**src/hw/rtl/mrf_pkg.sv**
```systemverilog
// ----------------------------------------------------------------------------
// mrf_pkg
// Shared types, constants and the CRC-16/Modbus byte update for the
// Modbus RTU request framer.
// ----------------------------------------------------------------------------
`default_nettype none

package mrf_pkg;

  localparam int unsigned FRAME_BYTES = 8;
  localparam int unsigned CRC_SPAN    = 6;
  localparam int unsigned IDX_W       = $clog2(FRAME_BYTES);

  localparam logic [15:0] CRC_INIT      = 16'hFFFF;
  localparam logic [15:0] CRC_POLY      = 16'hA001;
  localparam logic [15:0] READ_QUANTITY = 16'h0001;

  localparam int unsigned CFG_IDX_W  = 2;
  localparam int unsigned CFG_DATA_W = 8;

  // configuration register indexes
  typedef enum logic [CFG_IDX_W-1:0] {
    CFG_SLAVE_ADDR = 2'd0,
    CFG_READ_FC    = 2'd1,
    CFG_WRITE_FC   = 2'd2
  } cfg_reg_t;

  typedef enum logic {
    MODE_READ  = 1'b0,
    MODE_WRITE = 1'b1
  } req_mode_t;

  // first six bytes of a frame, in send order from the top
  typedef struct packed {
    logic [7:0] slave;
    logic [7:0] func;
    logic [7:0] reg_hi;
    logic [7:0] reg_lo;
    logic [7:0] word_hi;
    logic [7:0] word_lo;
  } req_frame_t;

  // queue to back end
  typedef struct packed {
    logic       valid;
    req_frame_t frame;
  } frame_q_t;

  // one byte through the reflected CRC, eight bit steps
  function automatic logic [15:0] crc16_byte(input logic [15:0] crc_in,
                                             input logic [7:0]  data);
    logic [15:0] acc;
    acc = crc_in ^ {8'h00, data};
    for (int b = 0; b < 8; b++) begin
      acc = acc[0] ? ((acc >> 1) ^ CRC_POLY) : (acc >> 1);
    end
    return acc;
  endfunction

endpackage

`default_nettype wire

```
**src/hw/rtl/mrf_front.sv**
```systemverilog
// ----------------------------------------------------------------------------
// mrf_front
// Holds the configuration registers and turns a request into the six
// header bytes of a frame.
// ----------------------------------------------------------------------------
`default_nettype none

module mrf_front
  import mrf_pkg::*;
(
  input  wire logic                  clk,
  input  wire logic                  rst_n,
  input  wire logic                  cfg_we,
  input  wire logic [CFG_IDX_W-1:0]  cfg_index,
  input  wire logic [CFG_DATA_W-1:0] cfg_wdata,
  input  wire logic                  in_mode,
  input  wire logic [15:0]           in_register_address,
  input  wire logic [15:0]           in_write_value,
  output req_frame_t                 frame
);

  logic [7:0] slave_r;
  logic [7:0] read_fc_r;
  logic [7:0] write_fc_r;
  logic [15:0] word;
  logic        is_write;

  always_ff @(posedge clk) begin
    if (!rst_n) begin
      slave_r    <= 8'd1;
      read_fc_r  <= 8'd3;
      write_fc_r <= 8'd6;
    end else if (cfg_we) begin
      unique case (cfg_reg_t'(cfg_index))
        CFG_SLAVE_ADDR: slave_r    <= cfg_wdata;
        CFG_READ_FC:    read_fc_r  <= cfg_wdata;
        CFG_WRITE_FC:   write_fc_r <= cfg_wdata;
        default: ;  // unused index, write dropped
      endcase
    end
  end

  always_comb begin
    is_write = (req_mode_t'(in_mode) == MODE_WRITE);
    word     = is_write ? in_write_value : READ_QUANTITY;
    frame.slave   = slave_r;
    frame.func    = is_write ? write_fc_r : read_fc_r;
    frame.reg_hi  = in_register_address[15:8];
    frame.reg_lo  = in_register_address[7:0];
    frame.word_hi = word[15:8];
    frame.word_lo = word[7:0];
  end

endmodule

`default_nettype wire

```
**src/hw/rtl/mrf_queue.sv**
```systemverilog
// ----------------------------------------------------------------------------
// mrf_queue
// Two-entry queue of frame headers between front and back end.
// ----------------------------------------------------------------------------
`default_nettype none

module mrf_queue
  import mrf_pkg::*;
(
  input  wire logic       clk,
  input  wire logic       rst_n,
  input  wire logic       push,
  input  wire req_frame_t push_frame,
  output logic            full,
  input  wire logic       pop,
  output frame_q_t        head
);

  req_frame_t mem [2];
  logic       wr_ptr_r;
  logic       rd_ptr_r;
  logic [1:0] count_r;
  logic [1:0] count_nxt;

  assign full       = (count_r == 2'd2);
  assign head.valid = (count_r != 2'd0);
  assign head.frame = mem[rd_ptr_r];

  always_comb begin
    count_nxt = count_r;
    if (push && !pop) count_nxt = count_r + 2'd1;
    else if (pop && !push) count_nxt = count_r - 2'd1;
  end

  always_ff @(posedge clk) begin
    if (push) mem[wr_ptr_r] <= push_frame;
  end

  always_ff @(posedge clk) begin
    if (!rst_n) begin
      wr_ptr_r <= 1'b0;
      rd_ptr_r <= 1'b0;
      count_r  <= 2'd0;
    end else begin
      if (push) wr_ptr_r <= ~wr_ptr_r;
      if (pop)  rd_ptr_r <= ~rd_ptr_r;
      count_r <= count_nxt;
    end
  end

endmodule

`default_nettype wire

```
**src/hw/rtl/mrf_back.sv**
```systemverilog
// ----------------------------------------------------------------------------
// mrf_back
// Serialises a frame header a byte at a time, folds each header byte into
// the CRC and appends the CRC low byte then high byte.
// ----------------------------------------------------------------------------
`default_nettype none

module mrf_back
  import mrf_pkg::*;
(
  input  wire logic     clk,
  input  wire logic     rst_n,
  input  wire frame_q_t head,
  output logic          pop,
  output logic       out_valid,
  input  wire logic  out_stall,
  output logic [7:0] out_tx_byte,
  output logic       out_last_byte
);

  logic             busy_r,  busy_nxt;
  logic [IDX_W-1:0] idx_r,   idx_nxt;
  req_frame_t       frame_r, frame_nxt;
  logic [15:0]      crc_r,   crc_nxt;
  logic             ovalid_r, ovalid_nxt;
  logic [7:0]       obyte_r, obyte_nxt;
  logic             olast_r, olast_nxt;
  logic             out_free;
  logic             emit;
  logic [7:0]       cur_byte;

  assign out_free = !ovalid_r || !out_stall;
  assign emit     = busy_r && out_free;

  always_comb begin
    unique case (idx_r)
      3'd0:    cur_byte = frame_r.slave;
      3'd1:    cur_byte = frame_r.func;
      3'd2:    cur_byte = frame_r.reg_hi;
      3'd3:    cur_byte = frame_r.reg_lo;
      3'd4:    cur_byte = frame_r.word_hi;
      3'd5:    cur_byte = frame_r.word_lo;
      3'd6:    cur_byte = crc_r[7:0];
      default: cur_byte = crc_r[15:8];
    endcase
  end

  always_comb begin
    busy_nxt   = busy_r;
    idx_nxt    = idx_r;
    frame_nxt  = frame_r;
    crc_nxt    = crc_r;
    ovalid_nxt = ovalid_r && out_stall;
    obyte_nxt  = obyte_r;
    olast_nxt  = olast_r;
    pop        = 1'b0;
    if (emit) begin
      ovalid_nxt = 1'b1;
      obyte_nxt  = cur_byte;
      olast_nxt  = (idx_r == IDX_W'(FRAME_BYTES - 1));
      if (idx_r < IDX_W'(CRC_SPAN)) crc_nxt = crc16_byte(crc_r, cur_byte);
      if (idx_r == IDX_W'(FRAME_BYTES - 1)) begin
        // last byte out: pick up the next header straight away
        idx_nxt   = '0;
        crc_nxt   = CRC_INIT;
        busy_nxt  = head.valid;
        pop       = head.valid;
        frame_nxt = head.frame;
      end else begin
        idx_nxt = idx_r + IDX_W'(1);
      end
    end else if (!busy_r && head.valid) begin
      pop       = 1'b1;
      busy_nxt  = 1'b1;
      idx_nxt   = '0;
      crc_nxt   = CRC_INIT;
      frame_nxt = head.frame;
    end
  end

  always_ff @(posedge clk) begin
    frame_r <= frame_nxt;
    crc_r   <= crc_nxt;
    obyte_r <= obyte_nxt;
    olast_r <= olast_nxt;
  end

  always_ff @(posedge clk) begin
    if (!rst_n) begin
      busy_r   <= 1'b0;
      idx_r    <= '0;
      ovalid_r <= 1'b0;
    end else begin
      busy_r   <= busy_nxt;
      idx_r    <= idx_nxt;
      ovalid_r <= ovalid_nxt;
    end
  end

  assign out_valid     = ovalid_r;
  assign out_tx_byte   = obyte_r;
  assign out_last_byte = olast_r;

  a_pop_needs_head: assert property (@(posedge clk) disable iff (!rst_n)
    pop |-> head.valid)
    else $error("pop from empty queue");

  a_idle_idx_zero: assert property (@(posedge clk) disable iff (!rst_n)
    !busy_r |-> (idx_r == '0))
    else $error("byte index not cleared while idle");

  a_hold_on_stall: assert property (@(posedge clk) disable iff (!rst_n)
    (busy_r && !out_free) |=> ($stable(idx_r) && $stable(crc_r)))
    else $error("serialiser moved while output stalled");

  a_wrap_after_last: assert property (@(posedge clk) disable iff (!rst_n)
    (emit && idx_r == IDX_W'(FRAME_BYTES - 1)) |=> (idx_r == '0 && out_last_byte))
    else $error("frame end not handled");

endmodule

`default_nettype wire

```
**src/hw/rtl/modbus_rtu_request_framer_top.sv**
```systemverilog
// ----------------------------------------------------------------------------
// modbus_rtu_request_framer_top
// Modbus RTU single-register request framer: one request in, eight frame
// bytes out (address, function, register, word, CRC-16/Modbus low first).
//
//   channel  dir  ports                                           handshake
//   in       in   in_mode, in_register_address, in_write_value    valid/stall
//   out      out  out_tx_byte, out_last_byte                      valid/stall
//   cfg      in   cfg_index, cfg_wdata                            cfg_we
//
// One byte per cycle while the output is not stalled, set by the output byte
// serialiser, which loads the next header straight after a frame's last byte.
// A two-word queue lets up to two requests wait behind the one in flight.
// Synchronous active-low reset; configuration returns to 1, 3, 6.
// A stall on the output freezes the serialiser; the input stalls only when
// the queue is full.
// ----------------------------------------------------------------------------
`default_nettype none

module modbus_rtu_request_framer_top
  import mrf_pkg::*;
(
  input  wire logic                  clk,
  input  wire logic                  rst_n,
  input  wire logic                  cfg_we,
  input  wire logic [CFG_IDX_W-1:0]  cfg_index,
  input  wire logic [CFG_DATA_W-1:0] cfg_wdata,
  input  wire logic                  in_valid,
  output logic                       in_stall,
  input  wire logic                  in_mode,
  input  wire logic [15:0]           in_register_address,
  input  wire logic [15:0]           in_write_value,
  output logic                       out_valid,
  input  wire logic                  out_stall,
  output logic [7:0]                 out_tx_byte,
  output logic                       out_last_byte
);

  req_frame_t frame;
  frame_q_t   head;
  logic       q_full;
  logic       q_pop;
  logic       push;

  assign in_stall = q_full;
  assign push     = in_valid && !q_full;

  mrf_front u_front (
    .clk                 (clk),
    .rst_n               (rst_n),
    .cfg_we              (cfg_we),
    .cfg_index           (cfg_index),
    .cfg_wdata           (cfg_wdata),
    .in_mode             (in_mode),
    .in_register_address (in_register_address),
    .in_write_value      (in_write_value),
    .frame               (frame)
  );

  mrf_queue u_queue (
    .clk        (clk),
    .rst_n      (rst_n),
    .push       (push),
    .push_frame (frame),
    .full       (q_full),
    .pop        (q_pop),
    .head       (head)
  );

  mrf_back u_back (
    .clk           (clk),
    .rst_n         (rst_n),
    .head          (head),
    .pop           (q_pop),
    .out_valid     (out_valid),
    .out_stall     (out_stall),
    .out_tx_byte   (out_tx_byte),
    .out_last_byte (out_last_byte)
  );

endmodule

`default_nettype wire
```
**config.mk**
```make
export PLATFORM = sky130hd
export DESIGN_NAME = modbus_rtu_request_framer_top
export DESIGN_NICKNAME = d
export VERILOG_FILES = /design/src/hw/rtl/mrf_pkg.sv /design/src/hw/rtl/mrf_front.sv /design/src/hw/rtl/mrf_queue.sv /design/src/hw/rtl/mrf_back.sv /design/src/hw/rtl/modbus_rtu_request_framer_top.sv
export SDC_FILE = /design/constraint.sdc
export NUM_CORES = 1
export LEC_CHECK = 0
export BUFFER_PORTS_ARGS = -buffer_cell sky130_fd_sc_hd__clkbuf_2
export CAP_MARGIN = 20
export CORE_UTILIZATION = 40
export CTS_CLUSTER_DIAMETER = 100
export DETAILED_ROUTE_END_ITERATION = 7
export MAX_ROUTING_LAYER = met4
export PLACE_DENSITY = 0.67
export SYNTH_ARGS = -nofsm -noshare
export SYNTH_HDL_FRONTEND = slang
export SYNTH_SLANG_ARGS = --single-unit
```
**constraint.sdc**
```tcl
create_clock -name clk -period 5.7 [get_ports clk]
set_input_delay 1.14 -clock clk [delete_from_list [all_inputs] [get_ports clk]]
set_output_delay 1.14 -clock clk [all_outputs]
set_load 0.005 [all_outputs]
```
==> out/qor.yml, run 1 <==
status:
  outcome: "complete, no violations"
grt:
  grt.overflow.total: 0
  antenna_found_initial: 0
  grt_pass1_wl_um: 23900
  grt_pass1_vias: 4515
  grt_max_degree: 39
  grt_use_total_pct: 14.8
synthesis:
  synth_top_family_by_area: "multiplexers"
  syn_inst: 503
  yosysTopAreaCell: "edfxtp_1"
  synth.area.top_cells: "edfxtp_1 (62%), mux2_2 (8.5%), dfxtp_1 (8.3%)"
  synth_compound_area_share_pct: 5.05
  ys_types: 50
  synth_async_sr_flop_share_pct: 0
  synth_top_area_share_pct: 61.9
  avgSynthCellArea_um2: 16.3
  synth_mux_area_share_pct: 11.9
  yosysWarnings: 0
  synth_xor_xnor_area_share_pct: 3.11
  synth_edf_count: 169
  synth_area_um2: 8190
  synth_adder_area_share_pct: 1.07
  synth_nets: 558
  ys_seq_elements: 203
  synth_simple_gate_area_share_pct: 6.86
  synth_seq_area_share_pct: 70.2
  synth-main-ff-cell: "edfxtp_1"
detailed_routing:
  antenna_left: 0
  drt-total-wl_um: 14900
  drt_pass1_iterations: 6
  dr_total_vias: 4275
  via_per_inst: 5.04
  routedWlPerCell_um: 17.5
  route.detailed.drc: 0
  drtIter0Drc: 263
clock_network:
  cts_resized: 0
  clk_pin_slew_ns: 0.06
  cts_root_buf: "clkbuf_16"
  post-cts-setup-buffers: 0
  clock_latency_ns: 0.50
  cts_tree: "done"
  numCtsBuffers: 23
  clockBufferDepth: 3
  htreeDepth: 1
  cts_num_sinks: 203
  hold_buffers: 0
timing:
  min_period_ns: 4.05
  slew_viol_final: 0
  fmax_mhz: 247
  setup_tns_ns: 0
  tightest_slew_ns: 1.03
  finalSetupViolations: 0
  fin_ws_ns: 1.65
  relSlewSlack_pct: 31.2
  rsz0062_at_grt: "no"
  skew_ns: 0.0148
  whs_ns: 0.466
  hold_violations: 0
  min_period_over_period_pct: 71.0
floorplan:
  ios: 59
  core-area_um2: 19800
  row_count: 51
  start_util_pct: 41.4
  die_x_um: 145
  die-area_um2: 21100
  die_y_um: 145
final_layout:
  area_delta_synth_final_pct: 16.3
  layout_commonest_cell: "edfxtp_1"
  diodes: 0
  fillers: 1695
  multi_input_area_um2: 2320
  layout_common_cells: "edfxtp_1 (169), mux2_2 (62), clkbuf_2 (58), dfxtp_1 (33), mux2i_1 (26)"
  final_nets: 623
  drive_gt1_share_pct: 30.7
  register_area_um2: 5760
critical_path:
  critical_path_class: "flip-flop to flip-flop"
  cp-start-kind: "flip-flop"
  critPathMaxFanout: 27
  slowest_delay_ns: 0.99
  crit_path_end_kind: "flip-flop"
  crit_arrival_ns: 4.29
  slowest_stage: "dfxtp_1"
  crit_chain: "inv_1 -> ha_1 -> or4_4 -> o22a_4 -> xnor2_4 -> xnor2_1 -> xor3_2 -> mux2_4"
  crit_required_ns: 5.94
power:
  powerDensity_nw_per_um2: 531
  leakagePower_nw: 3.40
  vdd_drop_max_mv: 0.295
place:
  gp_congestion: 0.866
  pre_cts_slack_ns: 1.73
  dpl.hpwl_um: 9910
  port_buffers: 58
min_path:
  hold_path_class: "flip-flop to flip-flop"
run:
  max_cap_violations: 0
[path summary, 6_finish.rpt]
| check | start | end | slack, ns | depth (start not counted) |
|---|---|---|---|---|
| setup / recovery | u_back.idx_r[2] | u_back.crc_r[15] | 1.65 | 8 |
| hold / removal | u_front.slave_r[3] | u_queue.mem[0][43] | 0.47 | 0 |
| setup reg to reg | u_back.idx_r[2] | u_back.crc_r[15] | 1.65 | 8 |
| hold reg to reg | u_front.slave_r[3] | u_queue.mem[0][43] | 0.47 | 0 |
[registers in the layout, indices dropped and copies added, names as in the netlist, named ones only]
register and flops:
u_queue.mem 96, u_front.read_fc_r 8, u_queue.count_r 2, u_back.idx_r 3, u_back.frame_r 48, u_back.out_last_byte 1
u_back.out_valid 1, u_queue.wr_ptr_r 1, u_front.slave_r 8, u_back.crc_r 16, u_front.write_fc_r 8, u_back.out_tx_byte 8
u_queue.rd_ptr_r 1, u_back.busy_r 1
[routing by layer]
| metal | global-route usage (%) | part of all wire, % | vias up |
|---|---|---|---|
| li1 | - | - | 2033 |
| met1 | 19.1 | 46 | 2125 |
| met2 | 23.5 | 47 | 87 |
| met3 | 2.70 | 4.1 | 30 |
| met4 | 4.84 | 2.7 | 0 |
| met5 | - | 0 | - |
[metrics by stage]
step	instances	utilization [%]	power, mW	cell area (um2)
2_1_floorplan	503	-	3.30	8190
3_3_place_gp	806	44.2	3.61	8740
3_5_place_dp	808	44.4	3.66	8780
4_1_cts	849	48.2	5.11	9530
5_1_grt	849	48.2	5.31	9530
6_report	849	48.2	5.06	9530
[worst max-delay path, delay by kind of cell, from the launching register on]
| kind | cells | cell delay [ns] |
|---|---|---|
| xor gates and xnor gates | 3 | 0.96 |
| and+or+nand+nor | 1 | 0.66 |
| AOI/OAI and AO/OA | 1 | 0.29 |
| buffers and inverters | 1 | 0.18 |
| DFF | 1 | 0.99 |
| adders and majority gates | 1 | 0.40 |
| muxes | 1 | 0.31 |
[power breakdown]
group,internal (mW),switching [mW],leakage (nW)
registers,2.08,0.147,1.84
clock network,0.878,0.564,0.350
logic,0.654,0.738,1.20
total,3.61,1.45,3.40
[cell type report]
type,count,area share [%]
Clock buffer,27,6.20
Clock inverter,14,1.62
Timing Repair Buffer,63,3.70
Inverter,7,0.276
Sequential cell,203,60.4
Tap cell,265,3.48
Multi-Input combinational cell,270,24.3
[cell families (layout without fill, tap and decap cells)]
| group | after synthesis | after routing |
|---|---|---|
| compound gates | 53 | 53 |
| xor+xnor | 21 | 21 |
| fa+ha+maj | 7 | 7 |
| flops | 203 | 203 |
| mux | 89 | 89 |
| simple gates | 100 | 100 |
| buf+inv | 30 | 111 |
[cells in the mapped netlist, types with 4 or more instances]
cell type,number
ha_1,7
nand2b_1,4
xnor2_1,12
a22oi_1,8
a21oi_1,11
dfxtp_1,34
or3_1,6
nand2_1,21
o21ai_0,6
mux2_2,62
a221oi_1,5
and2_1,22
nor2b_1,24
buf_2,4
edfxtp_1,169
inv_1,7
mux2i_1,26
nor2_1,13
clkbuf_1,12
Note: power is estimated with default switching activity, not from simulation.
==> run 2, diff against run 1 <==
--- a/config.mk
+++ b/config.mk
@@ -5,6 +5,7 @@
 export SDC_FILE = /design/constraint.sdc
 export NUM_CORES = 1
 export LEC_CHECK = 0
+export ABC_AREA = 1
 export BUFFER_PORTS_ARGS = -buffer_cell sky130_fd_sc_hd__clkbuf_2
 export CAP_MARGIN = 20
 export CORE_UTILIZATION = 40
==> constraint.sdc (replaced) <==
create_clock -name clk -period 4.1 [get_ports clk]
set_input_delay 0.82 -clock clk [delete_from_list [all_inputs] [get_ports clk]]
set_output_delay 0.82 -clock clk [all_outputs]
set_load 0.005 [all_outputs]
==> out/qor.yml, run 2 <==
synthesis:
  ys_seq_elements: 203
  yosysWarnings: 0
  synth.area.top_cells: "edfxtp_1 (60%), dfxtp_1 (8.1%), mux2_2 (6.4%)"
  synth_seq_area_share_pct: 68.1
  yosysMostFrequentCell: "edfxtp_1"
  synth_area_um2: 8450
  synth_top_area_share_pct: 60.1
  synth_nets: 770
  synth_commonest_cells: "edfxtp_1 (169), nand2_1 (141), inv_1 (70)"
  ys_types: 28
  synth_async_sr_flop_share_pct: 0
  avgSynthCellArea_um2: 11.8
  yosysTopAreaCell: "edfxtp_1"
  synth-main-ff-cell: "edfxtp_1"
  syn_inst: 715
  synth_edf_count: 169
detailed_routing:
  dr_total_vias: 5051
  drt_pass1_iterations: 5
  via_per_inst: 4.74
  routedWlPerCell_um: 14.5
  antenna_left: 0
  route.detailed.drc: 0
  drtIter0Drc: 307
  drt-total-wl_um: 15500
timing:
  min_period_ns: 2.75
  skew_ns: 0.00524
  slew_viol_final: 0
  relSlewSlack_pct: 45.7
  hold_violations: 0
  whs_ns: 0.444
  min_period_over_period_pct: 67.1
  rsz0062_at_grt: "no"
  tightest_slew_ns: 0.809
  setup_tns_ns: 0
  finalSetupViolations: 0
  fmax_mhz: 364
final_layout:
  layout_commonest_cell: "edfxtp_1"
  drive_gt1_share_pct: 23.9
  fillers: 1840
  stdcell_area_um2: 9740
  area_delta_synth_final_pct: 15.3
  final_nets: 835
  largest_register_ffs: 96
  top_register: "u_queue.mem"
  reg_top3: "u_queue.mem x96, u_back.frame_r x48, u_back.crc_r x16"
  diodes: 0
  fin_util_pct: 47.5
  layout_common_cells: "edfxtp_1 (169), nand2_1 (141), inv_1 (70), nand3_1 (61), clkbuf_2 (58)"
power:
  p_sw_mw: 2.38
  internal_power_mw: 4.87
  p_sw_share_pct: 32.8
  leakagePower_nw: 3.96
  pwr-share-seq_pct: 43.6
  combPwrFrac_pct: 29.4
  vdd_drop_max_mv: 0.313
  powerDensity_nw_per_um2: 744
  clockPowerShare_pct: 27.0
clock_network:
  htreeDepth: 1
  clock_latency_ns: 0.50
  cts_num_sinks: 203
  cts_tree: "done"
  hold_buffers: 0
  numCtsBuffers: 22
  cts_root_buf: "clkbuf_16"
  clockBufferDepth: 3
  cts_resized: 0
  post-cts-setup-buffers: 0
  clk_pin_slew_ns: 0.06
grt:
  grt_pass1_vias: 4872
  grt.overflow.total: 0
  grt_max_degree: 50
  grt_pass1_wl_um: 24800
  grt_use_total_pct: 15.1
  antenna_found_initial: 0
floorplan:
  core-area_um2: 20500
  row_count: 52
  start_util_pct: 41.2
  ios: 59
  die_x_um: 147
  die-area_um2: 21700
  die_y_um: 147
critical_path:
  critPathMaxFanout: 26
  critical_path_class: "flip-flop to flip-flop"
  crit_arrival_ns: 3.00
  cp-start-kind: "flip-flop"
  crit_required_ns: 4.35
  crit_path_end_kind: "flip-flop"
min_path:
  hold_path_class: "flip-flop to flip-flop"
place:
  gp_congestion: 0.908
  dpl_cell_area_um2: 9010
  port_buffers: 58
  dpl.hpwl_um: 10600
status:
  outcome: "complete, no violations"
run:
  max_cap_violations: 0
==> run 2: changes by cell type in the layout (fill, tap and decap cells not counted), moves of 20 or more <==
cell	previous run	this run
nor2_1	12	53
inv_1	7	70
nand2_1	21	141
nand3_1	1	61
o21ai_0	4	40
nor2b_1	24	0
and2_1	22	0
nand2_2	0	20
mux2i_1	26	0
==> run 2: area by class of cell <==
cell class              instances  area, um2  area share (%)
flip-flops and latches        203       5760            59.1
multi-input cells             411       2280            23.4
clock buffers                  30        622            6.38
repair buffers                 65        343            3.52
well taps                     270        338            3.47
inverters                      77        292            2.99
clock inverters                10        106            1.09
==> run 2: power groups by stage <==
stage	registers, mW	clock network [mW]	logic, mW
after floorplan	3.10	0	1.67
after global placement	3.20	0	2.10
after detailed placement	3.21	0	2.14
after CTS	3.17	2.01	2.15
after global routing	3.21	2.08	2.40
final	3.16	1.96	2.13
==> run 2: layer usage <==
metal / up-vias / share of wire [%] / GRT usage (%)
li1: 2568 / - / -
met2: 101 / 48 / 24.3
met1: 2360 / 47 / 19.7
met5: - / 0 / -
met3: 22 / 3.9 / 2.45
met4: 0 / 1.7 / 4.54
==> run 2: final timing paths <==
kind | from | end | slack [ns] | depth (start not counted)
worst min-delay path | u_front.read_fc_r[3] | u_front.read_fc_r[3] | 0.44 | 2
worst max-delay path | u_back.idx_r[2] | u_back.crc_r[0] | 1.35 | 20
worst min register to register | u_front.read_fc_r[3] | u_front.read_fc_r[3] | 0.44 | 2
worst max register to register | u_back.idx_r[2] | u_back.crc_r[0] | 1.35 | 20
==> run 2: cell families after synthesis <==
logic type               Yosys count  share of synthesized area, %
flip-flops                       203                          68.1
multiplexers                      48                          6.40
AND/OR/NAND/NOR                  291                          15.2
XOR/XNOR                           1                         0.104
adder cells (fa/ha/maj)            7                          1.04
buffers and inverters            101                          5.18
AO/OA/AOI/OAI                     64                          3.97
==> run 2: metrics by stage <==
step           cells  setup slack [ns]  total power [mW]
6_report        1066              1.35              7.25
5_1_grt         1066              1.06              7.69
4_1_cts         1066              1.37              7.32
3_5_place_dp    1026              1.37              5.35
3_3_place_gp    1026              1.46              5.30
2_1_floorplan    715             0.623              4.78
==> run 2: critical path: stages, from the launching register on <==
cell and delay [ns]:
dfxtp_1 0.30, buf_4 0.21, inv_4 0.20, ha_1 0.36, nor2_2 0.06, nand2_2 0.17, nand2_1 0.08, nor2_1 0.09
nand2_1 0.12, nand2_2 0.10, nand2_1 0.06, nand2_2 0.08, nand2_2 0.07, nand2_4 0.08, inv_2 0.04, nand2_1 0.05
nand2_1 0.05, nand2_2 0.09, nand3_1 0.12, nand3_2 0.10, nand3_2 0.06
